## config.mk

```make
export PLATFORM = sky130hd
export DESIGN_NAME = mmc_seq
export DESIGN_NICKNAME = d
export VERILOG_FILES = /design/src/hdl/matrix_multiply_core_macros.svh /design/src/hdl/mmc_pkg.sv /design/src/hdl/mmc_seq.sv
export SDC_FILE = /design/constraint.sdc
export NUM_CORES = 1
export LEC_CHECK = 0
export BUFFER_PORTS_ARGS = -buffer_cell sky130_fd_sc_hd__buf_4
export CAP_MARGIN = 25
export CORE_UTILIZATION = 40
export DETAILED_ROUTE_END_ITERATION = 16
export MAX_ROUTING_LAYER = met4
export PLACE_DENSITY = 0.82
export SYNTH_ARGS = -nofsm -noshare
export SYNTH_HDL_FRONTEND = slang
export SYNTH_SLANG_ARGS = --single-unit
```

## constraint.sdc

```tcl
create_clock -name clk -period 1.4 [get_ports clk]
set_clock_uncertainty 0.05 [all_clocks]
set_input_delay 0.28 -clock clk [delete_from_list [all_inputs] [get_ports clk]]
set_output_delay 0.28 -clock clk [all_outputs]
set_load 0.1 [all_outputs]
```

## src/hdl/matrix_multiply_core_macros.svh

```systemverilog
// Assertion macros for the matrix multiply core.
// Used by files that hold concurrent checks; expects clk and rst in scope.
`ifndef MATRIX_MULTIPLY_CORE_MACROS_SVH
`define MATRIX_MULTIPLY_CORE_MACROS_SVH

// Antecedent implies consequent in the same cycle
`define MMC_CHECK_NOW(lbl, ante, cons, msg) \
  lbl: assert property (@(posedge clk) disable iff (rst) (ante) |-> (cons)) else $error(msg);

// Antecedent implies consequent in the next cycle
`define MMC_CHECK_NEXT(lbl, ante, cons, msg) \
  lbl: assert property (@(posedge clk) disable iff (rst) (ante) |=> (cons)) else $error(msg);

`endif

```

## src/hdl/mmc_pkg.sv

```systemverilog
// Shared types, constants and helper functions of the matrix multiply core.
// No dependencies; imported by every module of the block.
package mmc_pkg;

  localparam int MAX_DIM = 8;
  localparam int IDX_W   = $clog2(MAX_DIM);
  localparam int ADDR_W  = 2 * IDX_W;
  localparam int CNT_W   = 4;
  localparam int VAL_W   = 32;
  localparam int PROD_W  = 2 * VAL_W;
  localparam int ACC_W   = PROD_W + IDX_W;
  localparam int FRAC_W  = 16;
  localparam int SH_W    = ACC_W - FRAC_W;

  // Opcodes of an input transaction
  localparam logic [1:0] OP_WRITE_A  = 2'd0;
  localparam logic [1:0] OP_WRITE_B  = 2'd1;
  localparam logic [1:0] OP_MULTIPLY = 2'd2;

  // Result status codes
  localparam logic [1:0] STATUS_OK    = 2'd0;
  localparam logic [1:0] STATUS_INDEX = 2'd1;
  localparam logic [1:0] STATUS_DIM   = 2'd2;

  // Configuration register indexes
  localparam logic [1:0] REG_A_ROWS = 2'd0;
  localparam logic [1:0] REG_A_COLS = 2'd1;
  localparam logic [1:0] REG_B_ROWS = 2'd2;
  localparam logic [1:0] REG_B_COLS = 2'd3;

  // Tag carried alongside each multiply-accumulate step
  typedef struct packed {
    logic             first;
    logic             last_t;
    logic             last_el;
    logic [IDX_W-1:0] row;
    logic [IDX_W-1:0] col;
  } tag_t;

  // Finished product element from the datapath
  typedef struct packed {
    logic                    valid;
    logic [IDX_W-1:0]        row;
    logic [IDX_W-1:0]        col;
    logic signed [VAL_W-1:0] value;
    logic                    last;
  } result_t;

  // Highest usable index for a dimension register: 0 acts as 1, above MAX_DIM as MAX_DIM
  function automatic logic [IDX_W-1:0] dim_last(input logic [CNT_W-1:0] r);
    logic [IDX_W-1:0] res;
    if (r == '0) begin
      res = '0;
    end else if (r > CNT_W'(MAX_DIM)) begin
      res = IDX_W'(MAX_DIM - 1);
    end else begin
      res = IDX_W'(r - 1'b1);
    end
    return res;
  endfunction

  // Store address, row-major
  function automatic logic [ADDR_W-1:0] elem_addr(input logic [IDX_W-1:0] row,
                                                  input logic [IDX_W-1:0] col);
    return {row, col};
  endfunction

  // Rescale Q35.32 sum to Q16.16 (floor) and saturate to 32 bits
  function automatic logic signed [VAL_W-1:0] rescale_sat(input logic signed [ACC_W-1:0] acc);
    logic [SH_W-1:0] sh;
    logic signed [VAL_W-1:0] res;
    sh = acc[ACC_W-1:FRAC_W];
    if (&sh[SH_W-1:VAL_W-1] || ~|sh[SH_W-1:VAL_W-1]) begin
      res = sh[VAL_W-1:0];
    end else if (sh[SH_W-1]) begin
      res = {1'b1, {(VAL_W-1){1'b0}}};
    end else begin
      res = {1'b0, {(VAL_W-1){1'b1}}};
    end
    return res;
  endfunction

endpackage

```

## src/hdl/mmc_seq.sv

```systemverilog
// Multiply sequencer: walks row, column and inner index, issuing store reads.
// Depends on mmc_pkg.
module mmc_seq (
  input  logic                         clk,
  input  logic                         rst,
  input  logic                         start,
  input  logic                         pipe_en,
  input  logic [mmc_pkg::IDX_W-1:0]    ar_last,
  input  logic [mmc_pkg::IDX_W-1:0]    ac_last,
  input  logic [mmc_pkg::IDX_W-1:0]    bc_last,
  output logic                         issue,
  output mmc_pkg::tag_t                tag,
  output logic [mmc_pkg::ADDR_W-1:0]   addr_a,
  output logic [mmc_pkg::ADDR_W-1:0]   addr_b,
  output logic                         running
);
  import mmc_pkg::*;

  typedef enum logic [1:0] {
    S_IDLE = 2'b01,
    S_RUN  = 2'b10
  } seq_state_t;

  seq_state_t       state;
  logic [IDX_W-1:0] i_cnt;
  logic [IDX_W-1:0] j_cnt;
  logic [IDX_W-1:0] t_cnt;

  assign running = (state == S_RUN);
  assign issue   = running && pipe_en;

  // Tag and read addresses for the current step
  always_comb begin
    tag.first   = (t_cnt == '0);
    tag.last_t  = (t_cnt == ac_last);
    tag.last_el = (t_cnt == ac_last) && (i_cnt == ar_last) && (j_cnt == bc_last);
    tag.row     = i_cnt;
    tag.col     = j_cnt;
    addr_a      = elem_addr(i_cnt, t_cnt);
    addr_b      = elem_addr(t_cnt, j_cnt);
  end

  // Loop counters and state
  always_ff @(posedge clk) begin
    if (rst) begin
      state <= S_IDLE;
      i_cnt <= '0;
      j_cnt <= '0;
      t_cnt <= '0;
    end else begin
      case (state)
        S_IDLE: begin
          if (start) begin
            state <= S_RUN;
            i_cnt <= '0;
            j_cnt <= '0;
            t_cnt <= '0;
          end
        end
        S_RUN: begin
          if (pipe_en) begin
            if (tag.last_el) begin
              state <= S_IDLE;
            end
            if (tag.last_t) begin
              t_cnt <= '0;
              if (j_cnt == bc_last) begin
                j_cnt <= '0;
                i_cnt <= i_cnt + 1'b1;
              end else begin
                j_cnt <= j_cnt + 1'b1;
              end
            end else begin
              t_cnt <= t_cnt + 1'b1;
            end
          end
        end
        default: begin
          state <= S_IDLE;
        end
      endcase
    end
  end

endmodule

```

==> metrics, run 1 <==
status aborted with a tool error; Last stage 5_1_grt; tool error [ERROR DPL-0033] detailed placement checks failed during check placement.; boundary pin count 36; Die Ht 45.36 um; Syn Std Cell Area 752.0 um2; syn_nets 104; CTS Buf Count 3; Final HPWL DP 1732 um; number of synthesized flops with an enable pin 0; adder-cell share of the synthesized area 6.656%; Bufs on Longest Clock Path 2; # hold bufs at CTS 0; Post-Synth Simple-Gate Area 21.80%; area fraction in compound gates after synthesis 13.31%; Cell variety after synth 30; dpl cells 155; GPL Wtd Cong 0.8238; largest family of logic cells by synthesized area simple AND/OR/NAND/NOR gates; Yosys Warn Count 0; initial antenna violation count 0; XOR/XNOR Fraction of Synth Area 12.81%; pin count of the biggest net entering global routing 12; depth of the CTS H-tree 1; # rows 15; PortBufs 35; Seq cells post-synth 11; worst_ep grt tag[6]; worst endpoint type primary output; Seq/Total Area, Yosys 29.28%; clk sink count 11; Gate Count Post-Synth 87; die extent in x 45.36 um; Synth Flop Type dfxtp_1; ys async rst share 0%; Syn Area/Cell 8.643 um2; Root Buffer clkbuf_4; mux cell area share after synthesis 2.662%; Initial Utilization 43.08%
==> cell families after synthesis <==
| family | Yosys count |
|---|---|
| and+or+nand+nor | 28 |
| DFF | 11 |
| buffers and inverters | 16 |
| adders and majority gates | 4 |
| xor gates and xnor gates | 11 |
| AOI/OAI and AO/OA | 15 |
| muxes | 2 |
==> cells in the mapped netlist, types with 2 or more instances <==
library cell	count	area, um2
a21oi_1	3	15.01
a311oi_1	2	17.52
a31oi_1	2	12.51
buf_4	9	67.56
dfxtp_1	11	220.2
ha_1	4	50.05
inv_1	5	18.77
mux2i_1	2	20.02
nand2_1	3	11.26
nand3_1	5	25.02
nand4_1	3	18.77
nor2_1	4	15.01
nor3_1	4	20.02
o211ai_1	2	15.01
o21ai_0	3	15.01
o31ai_1	2	15.01
xnor2_1	10	87.58
==> per-stage QoR <==
step | setup slack [ps] | setup TNS [ps] | area [um2] | hold WS (ps)
2_1_floorplan | -702.8 | -4705 | 902.1 | 349.0
3_3_place_gp | -193.8 | -306.5 | 1247 | 485.0
3_5_place_dp | -200.7 | -411.0 | 1247 | 485.9
4_1_cts | -339.7 | -932.2 | 1413 | 197.6
==> timing repair <==
action / in CTS
endpoints found under the setup margin: 6
pin swaps: 6
setup buffers: 6
resized for setup: 24
==> run 2, diff against run 1 <==
--- a/config.mk
+++ b/config.mk
@@ -7,10 +7,10 @@
 export LEC_CHECK = 0
 export BUFFER_PORTS_ARGS = -buffer_cell sky130_fd_sc_hd__buf_4
 export CAP_MARGIN = 25
-export CORE_UTILIZATION = 40
+export CORE_AREA = 2 2 63 65
 export DETAILED_ROUTE_END_ITERATION = 16
-export MAX_ROUTING_LAYER = met4
-export PLACE_DENSITY = 0.82
+export DIE_AREA = 0 0 65 67
+export PLACE_DENSITY_LB_ADDON = 0.15
 export SYNTH_ARGS = -nofsm -noshare
 export SYNTH_HDL_FRONTEND = slang
 export SYNTH_SLANG_ARGS = --single-unit
==> constraint.sdc (replaced) <==
create_clock -name clk -period 1.8 [get_ports clk]
set_clock_uncertainty 0.05 [all_clocks]
set_input_delay 0.36 -clock clk [delete_from_list [all_inputs] [get_ports clk]]
set_output_delay 0.36 -clock clk [all_outputs]
set_load 0.1 [all_outputs]
==> metrics, run 2 <==
Worst R2R End j_cnt[2]; peak supply drop 0.0002473 V; dpl cells 166 (+7.1%); Setup WS post-layout -0.6620 ps; core area 3606 um2; nets 141; Gate Count Post-Synth 87 (unchanged); Root Buffer clkbuf_8; DRT iter0 DRCs 24; most frequent cells in the layout buf_4 (42), dfxtp_4 (9); Tcrit/Tclk final 100.0%; Syn-to-layout area delta 71.71%; Hold Crit Class input pin to flop; Hold Path Depth 2; Worst-Margin Slew 338.5 ps; WP data required 1390 ps; max_cap viols 0; Worst Setup EP tag[6]; Worst R2R Start state[0]; Worst-path clk slew 60 ps; vias 755; crit end category output pin; Syn Std Cell Area 752.0 um2 (unchanged); Synth area leader dfxtp_1; cell with the most instances after synthesis dfxtp_1; Setup crit start kind flop; Final TNS setup -0.6620 ps; Seq cells post-synth 11 (unchanged); R2R setup slack 270 ps; Seq/Total Area, Yosys 29.28% (unchanged); die extent in x 65 um (+43%); status complete, but fails checks; Fmax 555.4 MHz; most common cell after layout, fill and taps aside buf_4; WL/cell 12.58 um; Flop pwr share 33.3%; total global-route track usage 10.15%; Sw Share 35.42%; ys async rst share 0% (unchanged); Initial Utilization 20.85% (-22 points); Antenna Nets Post-Route 0; Sw Pwr 0.2663 mW; depth of the CTS H-tree 1 (unchanged); antenna fix cells 0; # rows 22 (+7); Synth Flop Type dfxtp_1; Die ar. 4355 um2; Die Ht 67 um (+48%); vias in the first global route 715; final hold vios 0; top routing layer used met4; Bufs on Longest Clock Path 2 (unchanged); RSZ-0062 raised after global routing true; final setup fails 1; final wirelength 2151 um; Power Density 582.4 nW/um2; initial antenna violation count 0; Synth top area share 29.28% (unchanged); Worst R2R Path Depth 4; leading cell types by count after synthesis dfxtp_1 (11), xnor2_1 (10), buf_4 (9), inv_1 (5), nand3_1 (5); clk sink count 11 (unchanged); Worst Path Class, Setup flop to output pin; top post-synthesis cells by area dfxtp_1 (29%), xnor2_1 (12%), buf_4 (9.0%), ha_1 (6.7%), nand3_1 (3.3%); Cell variety after synth 30 (unchanged); P_int 0.4856 mW; met2 routed wirelength 1062 um; syn_nets 104 (unchanged); PortBufs 35 (unchanged); clock latency on the worst-skew pair 240 ps; failing checks setup timing; DR pass1 iterations 4; global-route wire length before repair 3401 um; Slew headroom 77.12%; clock share of power 33.7%; Worst EP arrival 1390 ps; number of synthesized flops with an enable pin 0 (unchanged); boundary pin count 36 (unchanged); DR vias/cell 4.415; Final HPWL DP 1695 um (-2.1%); beginning of the critical path t_cnt[0]; Syn Area/Cell 8.643 um2 (unchanged); met3 WL 107 um; largest registers i_cnt (3), j_cnt (3), t_cnt (3); met1 wire length 961 um; Yosys Warn Count 0 (unchanged); CTS Buf Count 3 (unchanged); pin count of the biggest net entering global routing 12; CTS tree done; Final Max Slew Viols 0; GPL Wtd Cong 0.7102 (-14%); share of layout cells above drive strength 1 57.72%; fin crit period 1801 ps; Crit Path Max Fanout 5; # DRC 0; combinational power share 32.9%; grt ovf 0; final non-filler cell total 171; Leak 0.5487 nW
## run 2: how the worst min path moves through the flow
stage / from / end
after floorplan: pipe_en / state[1]
after global placement: i_cnt[2] / i_cnt[2]
after detailed placement: i_cnt[2] / i_cnt[2]
after CTS: pipe_en / state[1]
after global routing: pipe_en / state[1]
final: pipe_en / state[1]
## run 2: through the flow
step	setup WS (ps)	util (%)	hold slack, ps	instance area, um2	total power [mW]
6_report	-0.6620	35.81	298.1	1291	0.7520
5_1_grt	-59.84	35.81	312.0	1291	0.7866
4_1_cts	-16.87	34.66	297.6	1250	0.7435
3_5_place_dp	43.89	32.13	446.4	1159	0.4864
3_3_place_gp	61.35	32.13	452.4	1159	0.4850
2_1_floorplan	-313.9	-	422.6	865.8	0.4215
## run 2: power groups by stage
stage / Sequential (mW) / Combinational, mW / Clock, mW
CTS: 0.249 / 0.237 / 0.257
detailed placement: 0.254 / 0.232 / 0
finish: 0.251 / 0.248 / 0.254
global route: 0.252 / 0.262 / 0.273
floorplan: 0.275 / 0.146 / 0
global placement: 0.254 / 0.231 / 0
## run 2: logic make-up after synthesis
| group | count (synthesis) | synth area share [%] |
|---|---|---|
| AND/OR/NAND/NOR | 28 | 21.80 |
| buffers and inverters | 16 | 13.48 |
| AO/OA/AOI/OAI | 15 | 13.31 |
| XOR/XNOR | 11 | 12.81 |
| flip-flops | 11 | 29.28 |
| adder cells (fa/ha/maj) | 4 | 6.656 |
| multiplexers | 2 | 2.662 |
## run 2: cell type report
class | count | area [um2]
clock buffers | 4 | 45.04
fillers | 375 | 2315
inverters | 5 | 22.52
multi-input cells | 60 | 574.3
flip-flops and latches | 11 | 254.0
well taps | 48 | 60.06
repair buffers | 43 | 335.3
## run 2: repair_timing
action | in CTS | in global routing
setup endpoints to repair | 1 | 2
hold buffers | 0 | 0
pin swaps | 5 | 2
buffers inserted | 1 | 0
gates resized for setup | 6 | 4
## run 2: worst max-delay path: stages, from the launching register on
cell	delay (ps)
dfxtp_4	370
xnor2_4	180
nand3_4	120
nor3_4	260
buf_12	210
## run 2: per-layer routing
layer / up-vias / global-route usage, %
met4: 0 / 3.191
met1: 349 / 13.05
li1: 380 / -
met3: 4 / 2.365
met2: 22 / 16.75
met5: - / 0
(Power assumes the default switching activity.)
==> run 3, diff against run 2 <==
==> constraint.sdc (replaced) <==
create_clock -name clk -period 1.64 [get_ports clk]
set_clock_uncertainty 0.05 [all_clocks]
set_input_delay 0.328 -clock clk [delete_from_list [all_inputs] [get_ports clk]]
set_output_delay 0.328 -clock clk [all_outputs]
set_load 0.1 [all_outputs]
==> metrics, run 3 (synthesis results as in run 2) <==
status complete, but fails checks; failing checks setup timing; peak supply drop 0.0005093 V (+110%); nets 146 (+3.5%); area occupied by multi-input gates 616.8 um2 (+7.4%); Util after Layout 38.93% (+3.1 points); pin count of the biggest net entering global routing 12 (unchanged); grt ovf 0 (unchanged); # rows 22 (unchanged); Hold Crit Class input pin to flop; DR pass1 iterations 4 (unchanged); Die ar. 4355 um2 (unchanged); Die Ht 67 um (unchanged); clock latency on the worst-skew pair 240 ps (about the same); Tot Pwr 0.8665 mW (+15%); crit end category output pin; Final TNS setup -90.12 ps (-89.45 ps); Worst EP arrival 1350 ps (-40 ps); CTS tree done; depth of the CTS H-tree 1 (unchanged); PortBufs 35 (unchanged); Root Buffer clkbuf_8; max_cap viols 0 (unchanged); antenna fix cells 0 (unchanged); core area 3606 um2 (unchanged); Leak 0.5958 nW (+8.6%); Worst-path clk slew 50 ps (about the same); DRT iter0 DRCs 15 (-38%); largest registers i_cnt (3), j_cnt (3), t_cnt (3); Slew headroom 71.98% (-5.1 points); vias 784 (+3.8%); most frequent cells in the layout buf_4 (43), dfxtp_4 (9), xnor2_4 (5), xnor2_2 (4); Fmax 578.0 MHz; DR vias/cell 4.455 (+0.89%); Setup crit start kind flop; Crit Path Max Fanout 6 (+1); Worst R2R Path Depth 5 (+1); final setup fails 1 (unchanged); fin crit period 1730 ps; most common cell after layout, fill and taps aside buf_4; GPL Wtd Cong 0.6535 (-8.0%); global-route wire length before repair 3608 um (+6.1%); Hold Path Depth 2 (unchanged); Worst Path Class, Setup flop to output pin; Antenna Nets Post-Route 0 (unchanged); Initial Utilization 20.85% (unchanged); RSZ-0062 raised after global routing true; initial antenna violation count 0 (unchanged); clk sink count 11 (unchanged); boundary pin count 36 (unchanged); fillers 372 (-0.80%); Final Max Slew Viols 0 (unchanged); CTS Buf Count 3 (unchanged); Tcrit/Tclk final 105.5%; Syn-to-layout area delta 86.69%; WL/cell 13.23 um (+5.2%); Bufs on Longest Clock Path 2 (unchanged); final wirelength 2329 um (+8.3%); total global-route track usage 11.06% (+0.90 points); final hold vios 0 (unchanged); Final HPWL DP 1712 um (+0.99%); WP data required 1260 ps (-130 ps); Reg area 254.0 um2 (unchanged); share of layout cells above drive strength 1 64.84% (+7.1 points); Worst-Margin Slew 414.5 ps (+75.96 ps); vias in the first global route 791 (+11%); Power Density 617.2 nW/um2 (+6.0%); # DRC 0 (unchanged); Setup WS post-layout -90.12 ps (-89.45 ps); die extent in x 65 um (unchanged)
==> run 3: path summary, 6_finish.rpt <==
kind	slack, ps	start	end
setup / recovery	-90	i_cnt[1]	tag[6]
hold / removal	270	pipe_en	state[1]
setup reg to reg	110	t_cnt[1]	j_cnt[2]
hold reg to reg	480	i_cnt[1]	i_cnt[1]
==> run 3: repair_timing <==
item                       in CTS  in global routing
setup endpoints to repair       4                  3
hold buffers                    0                  0
gates resized for setup        14                 12
buffers inserted                1                  3
pin swaps                       4                  5
==> run 3: metrics by stage <==
step	hold slack [ps]	worst slack, ps	area (um2)	std cells
after global placement	447.7	-28.10	1179	168
after detailed placement	467.1	-42.66	1179	168
after CTS	264.7	-110.3	1314	173
after floorplan	397.0	-462.8	870.8	87
final	274.4	-90.12	1404	176
after global routing	271.3	-148.1	1404	176
==> run 3: cell type report <==
| class | count | share of cell area, % |
|---|---|---|
| repair buffers | 48 | 28.88 |
| multi-input cells | 60 | 43.94 |
| clock buffers | 4 | 3.209 |
| well taps | 48 | 4.278 |
| flip-flops and latches | 11 | 18.09 |
| inverters | 5 | 1.604 |
==> run 3: power by group <==
group	leakage [nW]	total [mW]	internal (mW)	switching (mW)
clock network	0.0228	0.285	0.172	0.114
registers	0.0964	0.275	0.263	0.0123
logic	0.477	0.306	0.122	0.184
==> run 3: worst max-delay path: stages, from the launching register on <==
cell	delay [ps]
dfxtp_4	370
xnor2_2	170
nand3_2	120
nor3_4	250
buf_12	210
==> run 3: per-layer routing <==
metal / global-route usage [%] / wire, um
met5: 0 / 0
met4: 3.191 / 7
met3: 4.730 / 169
met2: 19.20 / 1196
met1: 12.26 / 956
==> run 4, diff against run 3 <==
==> constraint.sdc (replaced) <==
create_clock -name clk -period 1.64 [get_ports clk]
set_clock_uncertainty 0.05 [all_clocks]
set_input_delay 0.328 -clock clk [delete_from_list [all_inputs] [get_ports clk]]
set_output_delay 0.328 -clock clk [all_outputs]
set_load 0.01 [all_outputs]
==> metrics, run 4 (synthesis results as in run 2) <==
WP data required 1260 ps (about the same); Die Ht 67 um (unchanged); vias 774 (-1.3%); clock latency on the worst-skew pair 240 ps (about the same); Worst-path clk slew 50 ps (about the same); peak supply drop 0.0002152 V (-58%); dpl cells 174 (+3.6%); Worst EP arrival 1240 ps (-110 ps); crit end category output pin; Final HPWL DP 1659 um (-3.1%); Slew headroom 79.32% (+7.3 points); Worst Path Class, Setup flop to output pin; pin count of the biggest net entering global routing 12 (unchanged); Worst-Margin Slew 306.0 ps (-108.5 ps); Die ar. 4355 um2 (unchanged); worst hold slack 263.9 ps (-10.56 ps); Final TNS setup 0 ps (+90.12 ps); Hold Crit Class input pin to flop; share of layout cells above drive strength 1 55.30% (-9.5 points); Leak 0.5763 nW (-3.3%); nets 150 (+2.7%); die extent in x 65 um (unchanged); fin crit period 1614 ps (-116.2 ps); Crit Path Max Fanout 5 (-1); Setup crit start kind flop; clk sink count 11 (unchanged); Util after Layout 34.70% (-4.2 points); max_cap viols 0 (unchanged); Antenna Nets Post-Route 0 (unchanged); Bufs on Longest Clock Path 2 (unchanged); vias in the first global route 776 (-1.9%); # DRC 0 (unchanged); Worst R2R Start t_cnt[2]; most common cell after layout, fill and taps aside buf_4; # rows 22 (unchanged); final hold vios 0 (unchanged); initial antenna violation count 0 (unchanged); Root Buffer clkbuf_8; Fmax 619.6 MHz (+7.2%); antenna fix cells 0 (unchanged); Syn-to-layout area delta 66.39%; global-route wire length before repair 3463 um (-4.0%); Tcrit/Tclk final 98.41% (-7.1 points); CTS Buf Count 3 (unchanged); Initial Utilization 20.85% (unchanged); core area 3606 um2 (unchanged); RSZ-0062 raised after global routing true; final setup fails 0 (-1); total global-route track usage 10.49% (-0.56 points); Power Density 583.5 nW/um2 (-5.5%); final non-filler cell total 180 (+2.3%); largest registers i_cnt (3), j_cnt (3), t_cnt (3); depth of the CTS H-tree 1 (unchanged); grt ovf 0 (unchanged); GPL Wtd Cong 0.7258 (+11%); WL/cell 11.57 um (-13%); PortBufs 35 (unchanged); # hold bufs at CTS 0 (unchanged); Final Max Slew Viols 0 (unchanged); final wirelength 2082 um (-11%); Worst Hold Launch pipe_en; status complete, no violations; beginning of the critical path t_cnt[2]; DRT iter0 DRCs 13 (-2); R2R setup slack 110 ps (about the same); boundary pin count 36 (unchanged); fillers 396 (+6.5%); most frequent cells in the layout buf_4 (51), xnor2_2 (7), dfxtp_1 (7); DR vias/cell 4.300 (-3.5%); CTS tree done; DR pass1 iterations 4 (unchanged)
run 4: changes by cell type in the layout (fill, tap and decap cells not counted), moves of 4 or more:
cell / before / now
xnor2_4: 5 / 0
dfxtp_2: 0 / 4
dfxtp_4: 9 / 0
dfxtp_1: 2 / 7
buf_4: 43 / 51
run 4: metal layers:
layer / global-route usage (%) / wire length (um)
met5: 0 / 0
met4: 5.585 / 33
met3: 2.365 / 135
met2: 17.01 / 952
met1: 12.88 / 961
run 4: layout make-up:
type	count	area [um2]	area share [%]
well taps	48	60.06	4.800
flip-flops and latches	11	225.2	18.00
multi-input cells	60	505.5	40.40
clock buffers	4	45.04	3.600
repair buffers	52	394.1	31.50
inverters	5	21.27	1.700
run 4: worst max-delay path: stages, from the launching register on:
cell and delay [ps]:
dfxtp_2 330, xnor2_2 180, nand3_2 130, buf_4 180
inv_4 70, buf_4 120
run 4: final timing paths:
check	endpoint	cells after the start
worst min register to register	i_cnt[2]	2
worst min-delay path	state[1]	2
worst max-delay path	tag[7]	5
worst max register to register	j_cnt[2]	6
run 4: where the power goes:
part           internal (mW)  switching [mW]
combinational         0.0894          0.0823
clock                  0.171           0.105
sequential             0.275         0.00645
run 4: timing repair:
item | CTS | global route
resized for setup | 12 | 7
setup buffers | 2 | 0
pin swaps | 6 | 3
setup endpoints to repair | 2 | 4
run 4: stage by stage:
| stage | power, mW | area (um2) | setup slack [ps] |
|---|---|---|---|
| after floorplan | 0.3675 | 752.0 | 71.89 |
| after global routing | 0.7682 | 1251 | -33.17 |
| after detailed placement | 0.4401 | 1105 | -23.34 |
| final | 0.7300 | 1251 | 26.05 |
| after global placement | 0.4392 | 1105 | -23.56 |
| after CTS | 0.7424 | 1224 | 0.3842 |
